[src/design/sha1_hash_engine_assert.svh]
// Assertion macros shared by the SHA-1 engine RTL.
`ifndef SHA1_HASH_ENGINE_ASSERT_SVH
`define SHA1_HASH_ENGINE_ASSERT_SVH
// Implication checked on every clock edge, off during reset.
`define SHA1_ASSERT_IMP(label, clk, rst_n, ante, cons, msg) \
    label: assert property (@(posedge clk) disable iff (!rst_n) (ante) |-> (cons)) \
        else $error(msg);
// Implication checked in the cycle after the antecedent.
`define SHA1_ASSERT_NEXT(label, clk, rst_n, ante, cons, msg) \
    label: assert property (@(posedge clk) disable iff (!rst_n) (ante) |=> (cons)) \
        else $error(msg);
`endif

[src/design/sha1_pkg.sv]
// ----------------------------------------------------------------------------
// sha1_pkg
// Types and constants of the SHA-1 hash engine.
// ----------------------------------------------------------------------------
`default_nettype none
package sha1_pkg;
    typedef struct packed {
        logic [7:0] data_byte;
        logic       last;
        logic       empty_end;
    } t_sha1_in;

    typedef struct packed {
        logic [31:0] digest_word;
        logic [2:0]  word_index;
        logic        final_word;
    } t_sha1_out;

    // Round unit control from the sequencer.
    typedef struct packed {
        logic       load;   // copy chain into working regs
        logic       round;  // run one round
        logic       fold;   // add working regs into chain
        logic       init;   // chain back to initial values
        logic       shift;  // shift one byte into the block window
        logic [6:0] rnd;    // round number
    } t_sha1_ctl;

    localparam logic [31:0] H0 = 32'h67452301;
    localparam logic [31:0] H1 = 32'hEFCDAB89;
    localparam logic [31:0] H2 = 32'h98BADCFE;
    localparam logic [31:0] H3 = 32'h10325476;
    localparam logic [31:0] H4 = 32'hC3D2E1F0;
    localparam logic [31:0] K0 = 32'h5A827999;
    localparam logic [31:0] K1 = 32'h6ED9EBA1;
    localparam logic [31:0] K2 = 32'h8F1BBCDC;
    localparam logic [31:0] K3 = 32'hCA62C1D6;
    localparam logic [7:0]  PAD_BYTE = 8'h80;
    localparam int unsigned ROUNDS = 80;
endpackage
`default_nettype wire

[src/design/sha1_round.sv]
// ----------------------------------------------------------------------------
// sha1_round
// Shared round unit: 16-word block window that also serves as the message
// schedule, working registers and chaining words. Bytes shift into the
// window one per cycle; one round per cycle under control of the sequencer.
// ----------------------------------------------------------------------------
`default_nettype none
module sha1_round (
    input  wire logic                 i_clk,
    input  wire logic                 i_rst_n,
    input  wire sha1_pkg::t_sha1_ctl  i_ctl,
    input  wire logic [7:0]           i_byte,    // block byte to shift in
    input  wire logic [2:0]           i_sel,     // chain word to read out
    output logic [31:0]               o_chain
);
    import sha1_pkg::*;

    logic [31:0] r_w [16];
    logic [31:0] r_a, r_b, r_c, r_d, r_e;
    logic [31:0] r_h [5];
    logic [31:0] w, f, k, t, x;

    // Schedule word and round function
    always_comb begin
        x = r_w[13] ^ r_w[8] ^ r_w[2] ^ r_w[0];
        w = (i_ctl.rnd < 7'd16) ? r_w[0] : {x[30:0], x[31]};
        if (i_ctl.rnd < 7'd20) begin
            f = (r_b & r_c) | (~r_b & d_sel(r_d));
            k = K0;
        end else if (i_ctl.rnd < 7'd40) begin
            f = r_b ^ r_c ^ r_d;
            k = K1;
        end else if (i_ctl.rnd < 7'd60) begin
            f = (r_b & r_c) | (r_b & r_d) | (r_c & r_d);
            k = K2;
        end else begin
            f = r_b ^ r_c ^ r_d;
            k = K3;
        end
        t = {r_a[26:0], r_a[31:27]} + f + r_e + k + w;
    end

    function automatic logic [31:0] d_sel(logic [31:0] v);
        return v;
    endfunction

    // Shift bytes in big-endian, or shift the 16-word window and append the schedule word each round
    always_ff @(posedge i_clk) begin
        if (i_ctl.shift) begin
            for (int i = 0; i < 15; i++) r_w[i] <= {r_w[i][23:0], r_w[i+1][31:24]};
            r_w[15] <= {r_w[15][23:0], i_byte};
        end else if (i_ctl.round) begin
            for (int i = 0; i < 15; i++) r_w[i] <= r_w[i+1];
            r_w[15] <= w;
        end
    end

    // Working registers and chain
    always_ff @(posedge i_clk) begin
        if (!i_rst_n) begin
            {r_a, r_b, r_c, r_d, r_e} <= '0;
            r_h[0] <= H0; r_h[1] <= H1; r_h[2] <= H2; r_h[3] <= H3; r_h[4] <= H4;
        end else begin
            if (i_ctl.load) begin
                r_a <= r_h[0]; r_b <= r_h[1]; r_c <= r_h[2];
                r_d <= r_h[3]; r_e <= r_h[4];
            end else if (i_ctl.round) begin
                r_e <= r_d;
                r_d <= r_c;
                r_c <= {r_b[1:0], r_b[31:2]};
                r_b <= r_a;
                r_a <= t;
            end
            if (i_ctl.fold) begin
                r_h[0] <= r_h[0] + r_a; r_h[1] <= r_h[1] + r_b;
                r_h[2] <= r_h[2] + r_c; r_h[3] <= r_h[3] + r_d;
                r_h[4] <= r_h[4] + r_e;
            end else if (i_ctl.init) begin
                r_h[0] <= H0; r_h[1] <= H1; r_h[2] <= H2;
                r_h[3] <= H3; r_h[4] <= H4;
            end
        end
    end

    assign o_chain = (i_sel < 3'd5) ? r_h[i_sel] : '0;
endmodule
`default_nettype wire

[src/design/sha1_hash_engine.sv]
// ----------------------------------------------------------------------------
// sha1_hash_engine
// SHA-1 over a byte stream; emits the five digest words at message end.
// ----------------------------------------------------------------------------
//  channel | dir | payload     | handshake
//  in      | in  | t_sha1_in   | i_in_valid / o_in_ready
//  out     | out | t_sha1_out  | o_out_valid / i_out_ready
//
// A byte that fills the block starts compression: a load state, the 80
// rounds (one per cycle in the shared round unit) and a fold state.
// Message end adds a padding fill of each padding block (one byte per
// cycle), one or two compressions, then five digest transfers. Input is
// not ready during any of this. Synchronous active-low reset returns to
// idle with the initial chain values.
`default_nettype none
module sha1_hash_engine (
    input  wire logic                 i_clk,
    input  wire logic                 i_rst_n,
    input  wire logic                 i_in_valid,
    output logic                      o_in_ready,
    input  wire sha1_pkg::t_sha1_in   i_in,
    output logic                      o_out_valid,
    input  wire logic                 i_out_ready,
    output sha1_pkg::t_sha1_out       o_out
);
    import sha1_pkg::*;

    localparam logic [2:0] S_IDLE = 3'd0;
    localparam logic [2:0] S_LOAD = 3'd1;
    localparam logic [2:0] S_RND  = 3'd2;
    localparam logic [2:0] S_FOLD = 3'd3;
    localparam logic [2:0] S_PAD  = 3'd4;
    localparam logic [2:0] S_OUT  = 3'd5;

    logic [2:0]  r_state, n_state;
    logic [60:0] r_cnt;
    logic [5:0]  r_pos;      // padding fill pointer
    logic        r_fin;      // compression belongs to message end
    logic        r_second;   // length block still to be built
    logic        r_mark;     // next padding byte is the end marker
    logic [6:0]  r_rnd;
    logic [2:0]  r_idx;
    logic [63:0] bits;
    logic [31:0] chain;
    logic [7:0]  pad_b;
    logic [7:0]  shift_b;
    t_sha1_ctl   ctl;
    logic        take;
    logic        rnd_last;

    assign take = i_in_valid && o_in_ready;
    assign o_in_ready = (r_state == S_IDLE);
    assign bits = {r_cnt, 3'b000};
    assign rnd_last = (r_rnd == 7'(ROUNDS - 1));

    // Padding byte at fill pointer: marker first, then zeros and length
    always_comb begin
        if (r_mark)
            pad_b = PAD_BYTE;
        else if (!r_second && r_pos >= 6'd56)
            pad_b = bits[{~r_pos[2:0], 3'b000} +: 8];
        else
            pad_b = 8'h00;
    end

    assign shift_b = (r_state == S_PAD) ? pad_b : i_in.data_byte;

    always_comb begin
        ctl.load  = (r_state == S_LOAD);
        ctl.round = (r_state == S_RND);
        ctl.fold  = (r_state == S_FOLD);
        ctl.init  = (r_state == S_OUT) && i_out_ready && (r_idx == 3'd4);
        ctl.shift = (take && !i_in.empty_end) || (r_state == S_PAD);
        ctl.rnd   = r_rnd;
    end

    sha1_round u_round (
        .i_clk  (i_clk),
        .i_rst_n(i_rst_n),
        .i_ctl  (ctl),
        .i_byte (shift_b),
        .i_sel  (r_idx),
        .o_chain(chain)
    );

    // Sequencer
    always_comb begin
        n_state = r_state;
        unique case (r_state)
            S_IDLE: begin
                if (take) begin
                    if (i_in.empty_end) n_state = S_PAD;
                    else if (r_cnt[5:0] == 6'd63) n_state = S_LOAD;
                    else if (i_in.last) n_state = S_PAD;
                end
            end
            S_LOAD: n_state = S_RND;
            S_RND:  if (rnd_last) n_state = S_FOLD;
            S_FOLD: begin
                if (!r_fin) n_state = S_IDLE;
                else if (r_second) n_state = S_PAD;
                else n_state = S_OUT;
            end
            S_PAD:  if (r_pos == 6'd63) n_state = S_LOAD;
            S_OUT:  if (i_out_ready && r_idx == 3'd4) n_state = S_IDLE;
            default: n_state = S_IDLE;
        endcase
    end

    always_ff @(posedge i_clk) begin
        if (!i_rst_n) begin
            r_state  <= S_IDLE;
            r_cnt    <= '0;
            r_pos    <= '0;
            r_fin    <= 1'b0;
            r_second <= 1'b0;
            r_mark   <= 1'b0;
            r_rnd    <= '0;
            r_idx    <= '0;
        end else begin
            r_state <= n_state;
            unique case (r_state)
                S_IDLE: begin
                    r_rnd <= '0;
                    r_idx <= '0;
                    if (take) begin
                        // Decide the end-of-message path
                        r_mark <= 1'b1;
                        if (i_in.empty_end) begin
                            r_fin    <= 1'b1;
                            r_pos    <= r_cnt[5:0];
                            r_second <= (r_cnt[5:0] >= 6'd56);
                        end else begin
                            r_cnt <= r_cnt + 61'd1;
                            r_fin <= i_in.last;
                            if (r_cnt[5:0] == 6'd63) begin
                                // Full block; padding fills a fresh block
                                r_pos    <= 6'd0;
                                r_second <= 1'b1;
                            end else begin
                                r_pos    <= r_cnt[5:0] + 6'd1;
                                r_second <= (r_cnt[5:0] + 6'd1 >= 6'd56);
                            end
                        end
                    end
                end
                S_RND:  r_rnd <= r_rnd + 7'd1;
                S_FOLD: begin
                    r_rnd <= '0;
                    if (r_fin && r_second) begin
                        r_second <= 1'b0;
                        r_pos    <= '0;
                    end
                end
                S_PAD: begin
                    r_pos  <= r_pos + 6'd1;
                    r_mark <= 1'b0;
                end
                S_OUT: begin
                    if (i_out_ready) begin
                        r_idx <= r_idx + 3'd1;
                        if (r_idx == 3'd4) begin
                            r_cnt <= '0;
                            r_fin <= 1'b0;
                        end
                    end
                end
                default: ;
            endcase
        end
    end

    assign o_out_valid = (r_state == S_OUT);
    assign o_out.digest_word = chain;
    assign o_out.word_index  = r_idx;
    assign o_out.final_word  = (r_idx == 3'd4);

`include "sha1_hash_engine_assert.svh"
    `SHA1_ASSERT_IMP(a_no_ready_busy, i_clk, i_rst_n, o_out_valid, !o_in_ready, "busy ready")
    `SHA1_ASSERT_IMP(a_idx_range, i_clk, i_rst_n, o_out_valid, r_idx <= 3'd4, "index range")
    `SHA1_ASSERT_NEXT(a_round_adv, i_clk, i_rst_n, ctl.round && !rnd_last, ctl.round, "round skip")
endmodule
`default_nettype wire
[config.mk]
export PLATFORM = sky130hd
export DESIGN_NAME = sha1_hash_engine
export DESIGN_NICKNAME = d
export VERILOG_FILES = /design/src/design/sha1_pkg.sv /design/src/design/sha1_round.sv /design/src/design/sha1_hash_engine.sv
export VERILOG_INCLUDE_DIRS = /design/src /design/src/design
export SDC_FILE = /design/constraint.sdc
export NUM_CORES = 2
export LEC_CHECK = 0
export BUFFER_PORTS_ARGS = -buffer_cell sky130_fd_sc_hd__buf_4
export CORE_MARGIN = 2
export CORE_UTILIZATION = 25
export DETAILED_ROUTE_END_ITERATION = 10
export GPL_ROUTABILITY_DRIVEN = 1
export SYNTH_ARGS = -nofsm -noshare
export SYNTH_HDL_FRONTEND = slang
export SYNTH_SLANG_ARGS = --single-unit
[constraint.sdc]
create_clock -name i_clk -period 45.2 [get_ports i_clk]
set_clock_uncertainty 0.2 [all_clocks]
set_input_delay 2.26 -clock i_clk [delete_from_list [all_inputs] [get_ports i_clk]]
set_output_delay 2.26 -clock i_clk [all_outputs]
set_load 0.005 [all_outputs]
==> impl_metrics.env <==
export IMPL_dominantRegCellSynth="edfxtp_1"
export IMPL_hold_depth=2
export IMPL_cts_resized_gates=0
export IMPL_cts_sinks=918
export IMPL_synth_area_mux_share=0.0301
export IMPL_fin_setup_tns_ns=0
export IMPL_reg2reg_to="u_round.r_a[29]"
export IMPL_gp_congestion=0.886
export IMPL_synth_largest_area_cell="edfxtp_1"
export IMPL_dr_pass1_iters=5
export IMPL_cpMaxStageDelayCell="nand2_1"
export IMPL_die_h_um=465
export IMPL_synth_edf_count=672
export IMPL_hold_buffers=0
export IMPL_dp_cells=8245
export IMPL_worst_pin_slew_ns=1.32
export IMPL_synthAdderAreaFrac=0.100
export IMPL_critPathMaxStageDelay_ns=0.60
export IMPL_track_usage=0.134
export IMPL_cts_root_buf="clkbuf_16"
export IMPL_reg2reg_slack_ns=37.93
export IMPL_rows=169
export IMPL_synth_seq_cells=918
export IMPL_path_cells="o21ai_0 -> nand2_1 -> buf_4 -> nand2_1 -> buf_4 -> nor2_1 -> nor2_1 -> fa_1 -> fa_1 -> inv_1 -> fa_1 -> inv_1 -> ha_1 -> nor2b_1 -> o21a_1 -> o21ai_1 -> a21oi_1 -> o22ai_1 -> o31ai_1 -> a221oi_1 -> o21ai_1 -> a211oi_1 -> xor2_1 -> o21ai_1"
export IMPL_synthXorXnorAreaFrac=0.0504
export IMPL_critPathArrivalTime_ns=7.64
export IMPL_cts_setup_buffers=0
export IMPL_grt_pass1_vias=39237
export IMPL_rsz0062_at_grt="no"
export IMPL_vdd_drop_max_mv=0.0423
export IMPL_drv_slew=0
export IMPL_die_w_um=465
export IMPL_cts_buffers=104
export IMPL_crit_type="flip-flop to flip-flop"
export IMPL_max_cap_violations=0
export IMPL_drt_total_wl_mm=149
export IMPL_cp_max_fo=31
export IMPL_outcome="completed"
export IMPL_min_period_over_period=0.161
export IMPL_yosys_warnings=0
export IMPL_ys_types=77
export IMPL_rr_worst_depth=24
export IMPL_leakage_nw=23.5
export IMPL_cts_max_level=3
export IMPL_clk_pin_slew_ns=0.06
export IMPL_power_density_nw_per_um2=67.0
export IMPL_required_ns=45.57
export IMPL_areaGrowthSynthToFinish_pct=12.3
export IMPL_cts_tree="yes"
export IMPL_synth_compound_area_frac=0.122
export IMPL_r2r_start="r_rnd[4]"
export IMPL_hold_viol=0
export IMPL_drt_iter0_drc=3949
export IMPL_worstSetupStartpointType="flip-flop"
export IMPL_cp_startpoint="r_rnd[4]"
export IMPL_globalRouteOverflowTotal=0
export IMPL_place_hpwl_mm=103
export IMPL_synth_area_leaders="edfxtp_1, nand2_1, dfxtp_1, ha_1, fa_1"
export IMPL_final_layout_size_suffix_gt1_frac=0.0566
export IMPL_yosys_area_share_simple=0.189
export IMPL_clk_latency_ns=0.71
export IMPL_max_freq_ghz=0.138
export IMPL_viasPerCell=4.78
export IMPL_grt_max_degree=187
export IMPL_fin_area_um2=59700
export IMPL_slew_headroom=0.113
export IMPL_antenna_found_initial=5
export IMPL_wl_per_cell_um=17.6
export IMPL_min_period_ns=7.27
export IMPL_final_nets=5894
export IMPL_dieArea_um2=216000
export IMPL_synth_top_family_by_area="simple AND/OR/NAND/NOR gates"
export IMPL_synth_top_area_share=0.380
export IMPL_cts_path_max_buffers=3
export IMPL_synth_nets=5976
export IMPL_core_area_um2=212000
export IMPL_end_kind="flip-flop"
export IMPL_syn_area_um2=53200
export IMPL_ys_seq_area_frac=0.472
export IMPL_worstHoldPathType="flip-flop to flip-flop"
export IMPL_whs_ns=0.296
export IMPL_syn_inst=5612
export IMPL_vias=40340
export IMPL_drtAntennaViolNets=0
export IMPL_holdPathEnd="u_round.r_e[1]"
export IMPL_setup_viol=0
export IMPL_start_util=0.251
export IMPL_synth_async_reset_ratio=0
export IMPL_fill_cells=22055
export IMPL_instances_no_fill=8441
export IMPL_drcViolationCount=0
export IMPL_grt_pass1_wl_mm=231
export IMPL_place_area_um2=56400
export IMPL_worstHoldStart="u_round.r_e[1]"
export IMPL_io_pins=52
export IMPL_syn_avg_cell_area_um2=9.47
export IMPL_io_buffers=51
## how the worst max path moves through the flow
stage,to,slack [ns],cells past startpoint
floorplan,u_round.r_w[0][0],29.28,7
global placement,u_round.r_w[0][12],37.70,9
global route,u_round.r_a[29],37.50,24
CTS,u_round.r_a[29],38.07,24
finish,u_round.r_a[29],37.93,24
detailed placement,u_round.r_w[0][92],37.60,9
## critical path: cells and delay by family, from the launching register on
| family | cells | cell delay, ns |
|---|---|---|
| AO/OA/AOI/OAI | 10 | 2.37 |
| buffers and inverters | 4 | 0.83 |
| AND/OR/NAND/NOR | 5 | 1.12 |
| flip-flops | 1 | 0.54 |
| XOR/XNOR | 1 | 0.18 |
| adder cells (fa/ha/maj) | 4 | 1.85 |
## flip-flops by register name, summed over array words and instances, names as in the netlist, named ones only
register,flops
r_cnt,61
r_fin,1
r_idx,3
r_mark,1
r_pos,6
r_rnd,7
r_second,1
r_state,3
u_round.r_a,32
u_round.r_b,32
u_round.r_c,32
u_round.r_d,32
u_round.r_e,32
u_round.r_h,160
u_round.r_w,512
## placed cells by master (no fill, tap or decap), types with 31 or more instances in the layout
cell and count:
a21boi_0 144, a21o_1 87, a21oi_1 172, a22oi_1 153, and2_1 31, and3_1 31
buf_4 86, clkbuf_1 33, clkbuf_16 106, dfxtp_1 243, edfxtp_1 672, fa_1 124
ha_1 226, inv_1 221, mux2i_1 44, mux4_2 45, nand2_1 1820, nand3_1 69
nor2_1 289, nor2b_1 63, nor3_1 42, o21ai_0 183, o21bai_1 31, xnor2_1 197
xor2_1 109
## metal layers
layer,wire length (um),GRT usage,up-vias
met1,66300,0.181,19845
met2,69900,0.219,1155
met3,8500,0.0218,218
li1,-,-,19118
met5,22,0,-
met4,4030,0.0393,4
## cells by family after synthesis
logic type | count (synthesis)
xor+xnor | 306
flops | 918
mux | 102
compound gates | 971
fa+ha+maj | 351
buf+inv | 498
simple gates | 2466
## synthesized netlist by cell type (all sizes together), types with 16 or more instances
master and number:
a211oi 18, a21boi 144, a21o 87, a21oi 172
a22oi 153, and2 33, and3 33, buf 28
clkbuf 249, dfxtp 246, edfxtp 672, fa 124
ha 226, inv 221, mux2i 44, mux4 45
nand2 1824, nand2b 28, nand3 69, nand4 28
nor2 293, nor2b 63, nor3 45, o211ai 16
o21a 28, o21ai 194, o21bai 31, xnor2 197
xor2 109
## stage by stage
step	util	setup slack, ns	power (mW)
after global routing	0.282	37.50	4.29
final	0.282	37.93	4.00
after detailed placement	0.267	37.60	3.18
after global placement	0.267	37.70	3.16
after floorplan	-	29.28	2.83
after CTS	0.282	38.07	4.02
## power breakdown
part / switching [mW] / internal, mW / total (mW) / leakage (nW)
Clock: 0.361 / 0.462 / 0.823 / 1.58
Combinational: 0.999 / 0.581 / 1.58 / 13.6
Sequential: 0.240 / 1.36 / 1.60 / 8.28
Total: 1.60 / 2.40 / 4.00 / 23.5
## final cells by class
type / instances / area (um2) / area share
diodes: 1 / 2.50 / 0.0000419
clock buffers: 150 / 2930 / 0.0490
clock inverters: 45 / 355 / 0.00595
inverters: 221 / 830 / 0.0139
multi-input cells: 4196 / 26300 / 0.440
flip-flops and latches: 918 / 25100 / 0.420
well taps: 2821 / 3530 / 0.0591
repair buffers: 89 / 706 / 0.0118
(Power assumes the default switching activity.)
